<file path="src/design/i2cw_pkg.sv">
// ----------------------------------------------------------------------------
// I2C write frame sequencer package
// Types, constants and register indexes shared by the sequencer files.
// ----------------------------------------------------------------------------
package i2cw_pkg;

  localparam int unsigned DelayW    = 16;
  localparam int unsigned ByteW     = 8;
  localparam int unsigned PhaseW    = 7;
  localparam int unsigned FrameW    = 3 * ByteW;
  localparam int unsigned CfgDataW  = DelayW;

  localparam logic [DelayW-1:0] DelayReset   = 16'd25;
  localparam logic [ByteW-1:0]  AddrReset    = 8'h78;
  localparam logic [ByteW-1:0]  CtrlCommand  = 8'h00;
  localparam logic [ByteW-1:0]  CtrlData     = 8'h40;

  localparam logic [PhaseW-1:0] PhStartHigh  = 7'd0;
  localparam logic [PhaseW-1:0] PhStartLow   = 7'd1;
  localparam logic [PhaseW-1:0] PhStartClk   = 7'd2;
  localparam logic [PhaseW-1:0] PhFirstBit   = 7'd3;
  localparam logic [PhaseW-1:0] PhStopLow    = 7'd84;
  localparam logic [PhaseW-1:0] PhLast       = 7'd85;

  localparam logic [1:0] SubLast  = 2'd2;
  localparam logic [1:0] SubHigh  = 2'd1;
  localparam logic [3:0] SlotAck  = 4'd8;

  typedef enum logic [0:0] {
    CFG_DELAY_TICKS    = 1'b0,
    CFG_DEVICE_ADDRESS = 1'b1
  } cfg_idx_e;

  // Position inside the three byte fields of a frame.
  typedef struct packed {
    logic [1:0] byte_sel;
    logic [3:0] slot;
    logic [1:0] sub;
  } bit_pos_t;

  typedef struct packed {
    logic scl;
    logic sda;
  } lines_t;

endpackage

</file>
<file path="src/design/i2cw_req_if.sv">
// ----------------------------------------------------------------------------
// I2C write frame sequencer request channel
// Valid/ready channel that carries one tick or write request per item.
// ----------------------------------------------------------------------------
interface i2cw_req_if;
  logic                           valid;
  logic                           ready;
  logic                           op;
  logic [i2cw_pkg::ByteW-1:0]     data_byte;
  logic                           is_data;

  modport source (output valid, output op, output data_byte, output is_data, input ready);
  modport sink   (input valid, input op, input data_byte, input is_data, output ready);
endinterface

</file>
<file path="src/design/i2cw_res_if.sv">
// ----------------------------------------------------------------------------
// I2C write frame sequencer result channel
// Valid/ready channel that carries the bus levels and status of one item.
// ----------------------------------------------------------------------------
interface i2cw_res_if;
  logic valid;
  logic ready;
  logic scl;
  logic sda;
  logic busy_res;
  logic accepted;

  modport source (output valid, output scl, output sda, output busy_res, output accepted,
                  input ready);
  modport sink   (input valid, input scl, input sda, input busy_res, input accepted,
                  output ready);
endinterface

</file>
<file path="src/design/i2c_write_frame_sequencer_unit.sv">
// ----------------------------------------------------------------------------
// I2C write frame sequencer
// Bit-banged I2C master that sends one three-byte write frame per request.
// ----------------------------------------------------------------------------
// Each item on req_i is one time tick. With op high and no frame running,
// the item starts a frame (start, device address, control byte, data byte,
// stop), each byte followed by an unsampled acknowledge clock. The frame
// has 86 phases of delay_ticks items each (one item when it is zero); a
// request while busy is refused and treated as a plain tick.
// Every item yields exactly one item on res_o with the SCL and SDA levels
// for that tick, the busy flag and whether the request was taken.
// Each result is registered and valid in the cycle after acceptance; one item is
// taken every cycle while res_o is ready. A stalled result stays in the
// output register; req_i.ready falls only while that register is full and
// not being drained, so no item is lost.
// Reset ends any running frame, sets both lines high and restores delay_ticks to
// 25 and device_address to 0x78. Configuration is written through cfg_we_i
// with cfg_idx_i selecting the register.
// ----------------------------------------------------------------------------
module i2c_write_frame_sequencer_unit (
  input  logic                          clk_i,
  input  logic                          rst_ni,
  input  logic                          cfg_we_i,
  input  logic [0:0]                    cfg_idx_i,
  input  logic [i2cw_pkg::CfgDataW-1:0] cfg_wdata_i,
  i2cw_req_if.sink                      req_i,
  i2cw_res_if.source                    res_o
);

  logic [i2cw_pkg::DelayW-1:0] delay_q;
  logic [i2cw_pkg::ByteW-1:0]  addr_q;
  logic [i2cw_pkg::PhaseW-1:0] phase_q, phase_d, phase_eff;
  logic [i2cw_pkg::DelayW-1:0] tick_q, tick_d, tick_eff, tick_inc, limit;
  logic [i2cw_pkg::FrameW-1:0] frame_q;
  i2cw_pkg::bit_pos_t          pos_q, pos_d, pos_eff;
  logic                        busy_q, busy_d, busy_eff;
  logic                        scl_q, sda_q;
  logic                        res_valid_q;
  logic                        res_scl_q, res_sda_q, res_busy_q, res_acc_q;
  logic                        acc, start, ph_end;
  i2cw_pkg::lines_t            lines;
  logic [i2cw_pkg::ByteW-1:0]  ctrl;

  assign req_i.ready = !res_valid_q || res_o.ready;
  assign acc         = req_i.valid && req_i.ready;
  assign start       = acc && req_i.op && !busy_q;

  assign busy_eff  = busy_q || start;
  assign phase_eff = start ? '0 : phase_q;
  assign tick_eff  = start ? '0 : tick_q;
  assign pos_eff   = start ? '0 : pos_q;
  assign ctrl      = req_i.is_data ? i2cw_pkg::CtrlData : i2cw_pkg::CtrlCommand;

  i2cw_phase_decode u_decode (
    .phase_i (phase_eff),
    .pos_i   (pos_eff),
    .frame_i (frame_q),
    .lines_o (lines)
  );

  assign limit    = (delay_q == '0) ? i2cw_pkg::DelayW'(1) : delay_q;
  assign tick_inc = tick_eff + i2cw_pkg::DelayW'(1);
  assign ph_end   = (tick_inc >= limit) || (tick_inc == '0);

  always_comb begin
    phase_d = phase_eff;
    tick_d  = tick_inc;
    pos_d   = pos_eff;
    busy_d  = busy_eff;
    if (ph_end) begin
      tick_d = '0;
      if (phase_eff == i2cw_pkg::PhLast) begin
        phase_d = '0;
        busy_d  = 1'b0;
      end else begin
        phase_d = phase_eff + i2cw_pkg::PhaseW'(1);
      end
      if (phase_eff >= i2cw_pkg::PhFirstBit) begin
        if (pos_eff.sub == i2cw_pkg::SubLast) begin
          pos_d.sub = '0;
          if (pos_eff.slot == i2cw_pkg::SlotAck) begin
            pos_d.slot     = '0;
            pos_d.byte_sel = pos_eff.byte_sel + 2'd1;
          end else begin
            pos_d.slot = pos_eff.slot + 4'd1;
          end
        end else begin
          pos_d.sub = pos_eff.sub + 2'd1;
        end
      end
    end
  end

  always_ff @(posedge clk_i or negedge rst_ni) begin
    if (!rst_ni) begin
      delay_q <= i2cw_pkg::DelayReset;
      addr_q  <= i2cw_pkg::AddrReset;
    end else if (cfg_we_i) begin
      unique case (i2cw_pkg::cfg_idx_e'(cfg_idx_i))
        i2cw_pkg::CFG_DELAY_TICKS:    delay_q <= cfg_wdata_i;
        i2cw_pkg::CFG_DEVICE_ADDRESS: addr_q  <= cfg_wdata_i[i2cw_pkg::ByteW-1:0];
      endcase
    end
  end

  always_ff @(posedge clk_i or negedge rst_ni) begin
    if (!rst_ni) begin
      phase_q <= '0;
      tick_q  <= '0;
      pos_q   <= '0;
      busy_q  <= 1'b0;
      scl_q   <= 1'b1;
      sda_q   <= 1'b1;
    end else if (acc && busy_eff) begin
      phase_q <= phase_d;
      tick_q  <= tick_d;
      pos_q   <= pos_d;
      busy_q  <= busy_d;
      scl_q   <= lines.scl;
      sda_q   <= lines.sda;
    end
  end

  always_ff @(posedge clk_i) begin
    if (start) begin
      frame_q <= {addr_q, ctrl, req_i.data_byte};
    end
  end

  always_ff @(posedge clk_i or negedge rst_ni) begin
    if (!rst_ni) begin
      res_valid_q <= 1'b0;
    end else if (acc) begin
      res_valid_q <= 1'b1;
    end else if (res_o.ready) begin
      res_valid_q <= 1'b0;
    end
  end

  always_ff @(posedge clk_i) begin
    if (acc) begin
      res_scl_q  <= busy_eff ? lines.scl : scl_q;
      res_sda_q  <= busy_eff ? lines.sda : sda_q;
      res_busy_q <= busy_eff;
      res_acc_q  <= start;
    end
  end

  assign res_o.valid    = res_valid_q;
  assign res_o.scl      = res_scl_q;
  assign res_o.sda      = res_sda_q;
  assign res_o.busy_res = res_busy_q;
  assign res_o.accepted = res_acc_q;

endmodule

</file>
<file path="src/design/i2cw_phase_decode.sv">
// ----------------------------------------------------------------------------
// I2C write frame sequencer phase decoder
// Maps the current phase and bit position to the SCL and SDA levels.
// ----------------------------------------------------------------------------
module i2cw_phase_decode (
  input  logic [i2cw_pkg::PhaseW-1:0] phase_i,
  input  i2cw_pkg::bit_pos_t          pos_i,
  input  logic [i2cw_pkg::FrameW-1:0] frame_i,
  output i2cw_pkg::lines_t            lines_o
);

  logic [i2cw_pkg::ByteW-1:0] octet;
  logic                       data_bit;

  always_comb begin
    unique case (pos_i.byte_sel)
      2'd0:    octet = frame_i[23:16];
      2'd1:    octet = frame_i[15:8];
      default: octet = frame_i[7:0];
    endcase
    data_bit = octet[3'd7 - pos_i.slot[2:0]];
  end

  always_comb begin
    priority if (phase_i == i2cw_pkg::PhStartHigh) begin
      lines_o = '{scl: 1'b1, sda: 1'b1};
    end else if (phase_i == i2cw_pkg::PhStartLow) begin
      lines_o = '{scl: 1'b1, sda: 1'b0};
    end else if (phase_i == i2cw_pkg::PhStartClk) begin
      lines_o = '{scl: 1'b0, sda: 1'b0};
    end else if (phase_i == i2cw_pkg::PhStopLow) begin
      lines_o = '{scl: 1'b1, sda: 1'b0};
    end else if (phase_i >= i2cw_pkg::PhLast) begin
      lines_o = '{scl: 1'b1, sda: 1'b1};
    end else begin
      lines_o.scl = (pos_i.sub == i2cw_pkg::SubHigh);
      lines_o.sda = (pos_i.slot == i2cw_pkg::SlotAck) ? 1'b1 : data_bit;
    end
  end

endmodule

</file>
<file path="src/flat_wrapper.sv">
// flat-port wrapper written by rule: the top's interface ports become plain ports
module i2c_write_frame_sequencer_unit_flat 
  (clk_i, rst_ni, cfg_we_i, cfg_idx_i, cfg_wdata_i, req_i_valid, req_i_op, req_i_data_byte, req_i_is_data, req_i_ready, res_o_valid, res_o_scl, res_o_sda, res_o_busy_res, res_o_accepted, res_o_ready);
  i2cw_req_if req_i_i ();
  i2cw_res_if res_o_i ();
  input  logic clk_i;
  input  logic rst_ni;
  input  logic cfg_we_i;
  input  logic [0:0] cfg_idx_i;
  input  logic [i2cw_pkg::CfgDataW-1:0] cfg_wdata_i;
  input wire logic [$bits(req_i_i.valid)-1:0] req_i_valid;
  input wire logic [$bits(req_i_i.op)-1:0] req_i_op;
  input wire logic [$bits(req_i_i.data_byte)-1:0] req_i_data_byte;
  input wire logic [$bits(req_i_i.is_data)-1:0] req_i_is_data;
  output wire logic [$bits(req_i_i.ready)-1:0] req_i_ready;
  output wire logic [$bits(res_o_i.valid)-1:0] res_o_valid;
  output wire logic [$bits(res_o_i.scl)-1:0] res_o_scl;
  output wire logic [$bits(res_o_i.sda)-1:0] res_o_sda;
  output wire logic [$bits(res_o_i.busy_res)-1:0] res_o_busy_res;
  output wire logic [$bits(res_o_i.accepted)-1:0] res_o_accepted;
  input wire logic [$bits(res_o_i.ready)-1:0] res_o_ready;
  assign req_i_i.valid = req_i_valid;
  assign req_i_i.op = req_i_op;
  assign req_i_i.data_byte = req_i_data_byte;
  assign req_i_i.is_data = req_i_is_data;
  assign req_i_ready = req_i_i.ready;
  assign res_o_valid = res_o_i.valid;
  assign res_o_scl = res_o_i.scl;
  assign res_o_sda = res_o_i.sda;
  assign res_o_busy_res = res_o_i.busy_res;
  assign res_o_accepted = res_o_i.accepted;
  assign res_o_i.ready = res_o_ready;
  i2c_write_frame_sequencer_unit u_core (.clk_i(clk_i), .rst_ni(rst_ni), .cfg_we_i(cfg_we_i), .cfg_idx_i(cfg_idx_i), .cfg_wdata_i(cfg_wdata_i), .req_i(req_i_i), .res_o(res_o_i));
endmodule
</file>
<file path="config.mk">
export PLATFORM = sky130hd
export DESIGN_NAME = i2c_write_frame_sequencer_unit_flat
export DESIGN_NICKNAME = d
export VERILOG_FILES = /design/src/design/i2cw_pkg.sv /design/src/design/i2cw_req_if.sv /design/src/design/i2cw_res_if.sv /design/src/design/i2c_write_frame_sequencer_unit.sv /design/src/design/i2cw_phase_decode.sv /design/src/flat_wrapper.sv
export SDC_FILE = /design/constraint.sdc
export NUM_CORES = 1
export LEC_CHECK = 0
export BUFFER_PORTS_ARGS = -buffer_cell sky130_fd_sc_hd__buf_2
export CAP_MARGIN = 0
export CELL_PAD_IN_SITES_DETAIL_PLACEMENT = 0
export CELL_PAD_IN_SITES_GLOBAL_PLACEMENT = 1
export CORE_UTILIZATION = 44
export DETAILED_ROUTE_END_ITERATION = 10
export GPL_ROUTABILITY_DRIVEN = 0
export PLACE_DENSITY = 0.87
export RECOVER_POWER = 25
export SETUP_SLACK_MARGIN = 0.4
export SLEW_MARGIN = 30
export SYNTH_ARGS = -nofsm -noshare
export SYNTH_HDL_FRONTEND = slang
export SYNTH_SLANG_ARGS = --single-unit
</file>
<file path="constraint.sdc">
create_clock -name clk_i -period 5.27 [get_ports clk_i]
set_input_delay 1.3175 -clock clk_i [delete_from_list [all_inputs] [get_ports clk_i]]
set_output_delay 1.3175 -clock clk_i [all_outputs]
set_load 0.05 [all_outputs]
</file>
After elaboration in Yosys (flattened, before gate mapping) --
Index checks and enable logic that the tools add are counted.
Word-level totals: word-level logic and storage cells 80, bits in registers 87, bits of input ports 32, output and inout port bits 6
Operators by class: reductions and logical operators 16, equality and inequality tests 8, magnitude comparators 4, bitwise operators 1, multiplexer cells 29, add/subtract/negate cells 6
Operators by type and width (number):
- $mux 16 | 3
- $logic_not 16->1 | 2
- $mux 7 | 4
- $mux 8 | 3
- $add 16x1->16 const B | 1
- $ge 16x16->1 | 1
- $pmux 8 s2 | 1
- $eq 7x7->1 const B | 2
- $mux 2 | 7
- $mux 1 | 8
- $add 7x1->7 const B | 1
- $eq 7x1->1 const B | 1
- $eq 7x2->1 const B | 1
- $ge 7x2->1 const B | 1
- $ge 7x7->1 const B | 1
- $logic_not 7->1 | 1
- $mux 6 | 1
- $add 2x1->2 const B | 2
- $add 4x1->4 const B | 1
- $eq 2x1->1 const B | 2
- $eq 4x4->1 const B | 1
- $logic_and 1x1->1 | 4
- $lt 3x4->1 const B | 1
- $mux 4 | 1
- other kinds (9) | 13

Longest topological paths before layout --
depth after elaboration 17, gate-level depth with buffers 22, depth with buffers taken out 17

Modules after synthesis --
A second synthesis with hierarchy kept.
Unflattened totals: cells, all modules 489, area, all modules 4712.0 um^2
Modules (own cells, without submodules):
- i2c_write_frame_sequencer_unit | cells each 445, area each 4372.9 um^2, seq. area each 2118.3 um^2, times used 1
- i2cw_phase_decode | cells each 44, area each 339.1 um^2, seq. area each 0.0 um^2, times used 1

Worst setup path after synthesis --
No wires, ideal clock.
kind input to register, start input res_o_ready, end register u_core.pos_q[2] (netlist bit), arrival 5.574 ns, slack -0.430 ns, buffers on the path 4, required time 5.145 ns, stages on the path 21, library setup time 0.125 ns, cells stage by stage nand2b_1 nand3_1 buf_2 clkbuf_1 buf_1 and2_1 ha_1 buf_2 nand2_1 nor3_4 nand2_1 xor2_1 nor2_1 ha_1 a21o_1 a21oi_1 o21ai_0 a21o_1 a41o_4 and3_4 mux2_4
On the way: cells in the longest elaborated chain, start to end 10, elaborated cells on any way between the ends 21, those cells by class add/sub: 2; order compare: 2; eq/ne: 2; mux: 7; reduce/logical: 8
Ends and longest elaborated chain:
- start, declared | line flat_wrapper.sv:21 | input wire logic [$bits(res_o_i.ready)-1:0] res_o_ready;
- $logic_or 1x1->1 * | line i2c_write_frame_sequencer_unit.sv:44 | assign req_i.ready = !res_valid_q || res_o.ready;
- $logic_and 1x1->1 * | line i2c_write_frame_sequencer_unit.sv:45 | assign acc = req_i.valid && req_i.ready;
- parallel branches: the longest is 8 deep, another holds $add 16x1->16
- end signal, assigned | line i2c_write_frame_sequencer_unit.sv:117 | pos_q <= pos_d;
- end, declared | line i2c_write_frame_sequencer_unit.sv:35 | i2cw_pkg::bit_pos_t pos_q, pos_d, pos_eff;
Mark *: on every way between the ends. A chain may end at the register's enable or synchronous reset.

Worst setup path in the final report --
start input res_o_ready, end register u_core.pos_q[3] (netlist bit)
Same word-level chain as after synthesis.

==> results.toml <==
[status]
run_status = "finished with violations"
violations = "capacitance limit, slew limit"

[cts]
clock_tree_from_tritoncts = "done"
cts.sinks = 80
h_tree_depth = 3
max-clock-path-buffers = 2
postCtsSetupBuffers = 0
numCtsBuffers = 9
insertion_delay_ns = 0.36
clockRootBuffer = "clkbuf_8"
cts.clk_slew.worst_paths_ns = 0.09

[layout]
final_layout_size_suffix_gt1_share_pct = 18.91
mostFrequentLayoutCells = "nand2_1 (75), dfrtp_1 (50), buf_2 (37)"
insertedDiodeCount = 0
most_common_cell_after_layout_fill_and_taps_aside = "nand2_1"
fin_nets = 566
area_growth_from_synthesis_to_layout_pct = 12.17

[worst_setup_path]
worst-endpoint-arrival_ns = 4.89
criticalPathCategory = "in -> reg"
crit_path_max_fanout = 14
critical_path.startpoint_type = "input port"
end_kind = "flop"
worst_ep_required_time_ns = 5.51

[logic_synthesis]
postSynthRegisterBits = 80
synth_top_cells_by_area = "dfrtp_1 (27%), edfxtp_1 (14%), ha_1 (7.0%)"
ys.warnings.count = 0
yosys.area.top_type = "dfrtp_1"
synthDistinctLibCells = 64
synth_top_flop_cell = "dfrtp_1"
yosysSeqAreaShare_pct = 45.78
postSynthCellCount = 475
synth_top_area_share_pct = 27.04
syn_area_per_cell_um2 = 9.741
post_synth_net_total = 533
netlist_area_mm2 = 0.004627
share_of_synthesized_registers_carrying_an_async_set_or_reset_pct = 73.75
edff_count_synth = 21

[global_routing]
met1_track_utilization_from_global_routing_pct = 25.88
global_route.usage.met2_pct = 32.73
grt_start_max_net_pins = 60
grt_busiest_layer = "met2"
grtUsageMet3_pct = 3.681
grt.total_usage_pct = 19.68
grt_pass1_vias = 3579
grt_overflow_total = 0
initial_antenna_violation_count = 0
global_route_wire_length_before_repair_um = 17160

[place]
placement.setup.worst_slack_ns = 0.3267
detailed_placement_wirelength_estimate_um = 6985
buffer_ports.inserted = 37

[power]
post-layout-total-power_uw = 1890
power_per_cell_area_mw_per_mm2 = 364.1
leakagePower_uw = 0.002283
vdd_ir_drop_max_mv = 0.2097

[detailed_routing]
antenna_violating_nets_post_route = 0
routed-via-count = 3637
average_wire_per_cell_in_the_routed_design_um = 15.58
dr_vias_cell = 5.604
drc_errors = 0
drt-total-wl_um = 10110
detailedRoute.firstPassIterationCount = 4
dr.first_iter.drc_count = 297

[timing]
worst_clock_skew_ns = 0.01396
slew-limit-headroom_pct = -112.1
setup_viol = 0
fin_crit_ns = 4.647
timing.final.hold_violations = 0
number_of_slew_limit_violations_in_the_final_report = 60
worst_slew_pin_slew_ns = 3.182
achievable-frequency_mhz = 215.2
finalSetupTns_ns = 0
layout_worst_path_cycle_share_pct = 88.18
rsz0062_at_grt = "false"
finalWorstSetupSlack_ns = 0.6229

[floorplanning]
die_w_um = 104.5
num_rows = 37
start_util_pct = 45.02
core_region_area_mm2 = 0.01028
io_pins = 38
die_area_mm2 = 0.01093
floorplan.die.height_um = 104.5

[hold_path]
holdCritPathClass = "reg -> reg"

[job]
timing.max_cap.violations = 1
per-layer routing:
layer	share of wire (%)	wire length, um	vias to the layer above
met2	48	4878	90
met4	1.1	109	0
met5	0	0	-
met1	46	4692	1753
met3	4.3	433	10
li1	-	-	1784
cells in the mapped netlist (8+ instances only):
cell      count
nand2_1      76
dfrtp_1      50
o21ai_0      35
ha_1         26
inv_1        26
nor2_1       25
edfxtp_1     21
nand3_1      19
a21oi_1      17
mux2_2       12
o41ai_1      12
clkbuf_1     11
mux2i_1      11
nor3_1       10
dfstp_2       9
nand4_1       8
layout make-up:
cell class | count | area (um2)
fillers | 971 | 5087
multi-input cells | 345 | 2338
flip-flops and latches | 80 | 2118
repair buffers | 44 | 230.2
well taps | 136 | 170.2
clock buffers | 10 | 148.9
inverters | 28 | 105.1
clock inverters | 6 | 78.83
path summary, 6_finish.rpt:
kind,start,to,slack [ns],cells past startpoint
worst max-delay path,res_o_ready,u_core.pos_q[3]$_DFFE_PN0P_,0.62,18
min in group asynchronous,rst_ni,u_core.phase_q[4]$_DFFE_PN0P_,2.10,2
worst min-delay path,u_core.pos_q[6]$_DFFE_PN0P_,u_core.pos_q[6]$_DFFE_PN0P_,0.46,1
worst min register to register,u_core.pos_q[6]$_DFFE_PN0P_,u_core.pos_q[6]$_DFFE_PN0P_,0.46,1
worst max register to register,u_core.busy_q$_DFFE_PN0P_,u_core.pos_q[3]$_DFFE_PN0P_,1.34,17
max in group asynchronous,rst_ni,u_core.delay_q[8]$_DFFE_PN0P_,1.36,2
critical path, stage by stage:
cell and delay (ns):
buf_2 0.10, nand2b_1 0.22, nand3_4 0.16, and2_1 0.22, ha_1 0.21, nand2_2 0.09, nor3_4 0.33, nand2_1 0.14
xor2_2 0.17, nor2_1 0.07, ha_1 0.33, a21o_1 0.20, a21oi_1 0.13, o21ai_0 0.10, a21o_1 0.25, a41o_4 0.35
and3_4 0.21, mux2_4 0.29
through the flow:
step	hold slack (ns)	cells	cell area [um2]	utilization (%)
2_1_floorplan	0.4194	475	4693	-
3_3_place_gp	0.4329	632	4959	48.25
3_5_place_dp	0.4423	632	4959	48.25
4_1_cts	0.4644	648	5186	50.46
5_1_grt	0.4741	649	5190	50.50
6_report	0.4601	649	5190	50.50
kinds of logic (layout without fill, tap and decap cells):
kind of cell               count (synthesis)  count (layout)  synth area share (%)
AOI/OAI and AO/OA                        104             105                 15.04
and+or+nand+nor                          176             176                 18.82
adders and majority gates                 26              26                 7.031
muxes                                     26              26                 6.436
xor gates and xnor gates                  12              12                 2.271
buffers and inverters                     51              88                 4.624
DFF                                       80              80                 45.78
report_power, final:
group	leakage (uW)	total [uW]	switching [uW]	internal, uW
registers	0.000923	818	89.7	728
clock network	0.000116	510	251	259
logic	0.00124	562	333	230
total	0.00228	1890	673	1220
registers in the layout, summed over array words and instances, names as in the netlist, 7 cells and up:
register,flops
u_core.addr_q,8
u_core.frame_q,17
u_core.delay_q,16
u_core.pos_q,8
u_core.phase_q,7
u_core.tick_q,16
repair_timing:
| action | in CTS | in global routing |
|---|---|---|
| gates resized for setup | 0 | 1 |
| hold buffers | 0 | 0 |
| setup endpoints to repair | 0 | 9 |
| hold endpoints to repair | 0 | 0 |
No activity file was read; power rests on OpenSTA's default activity.
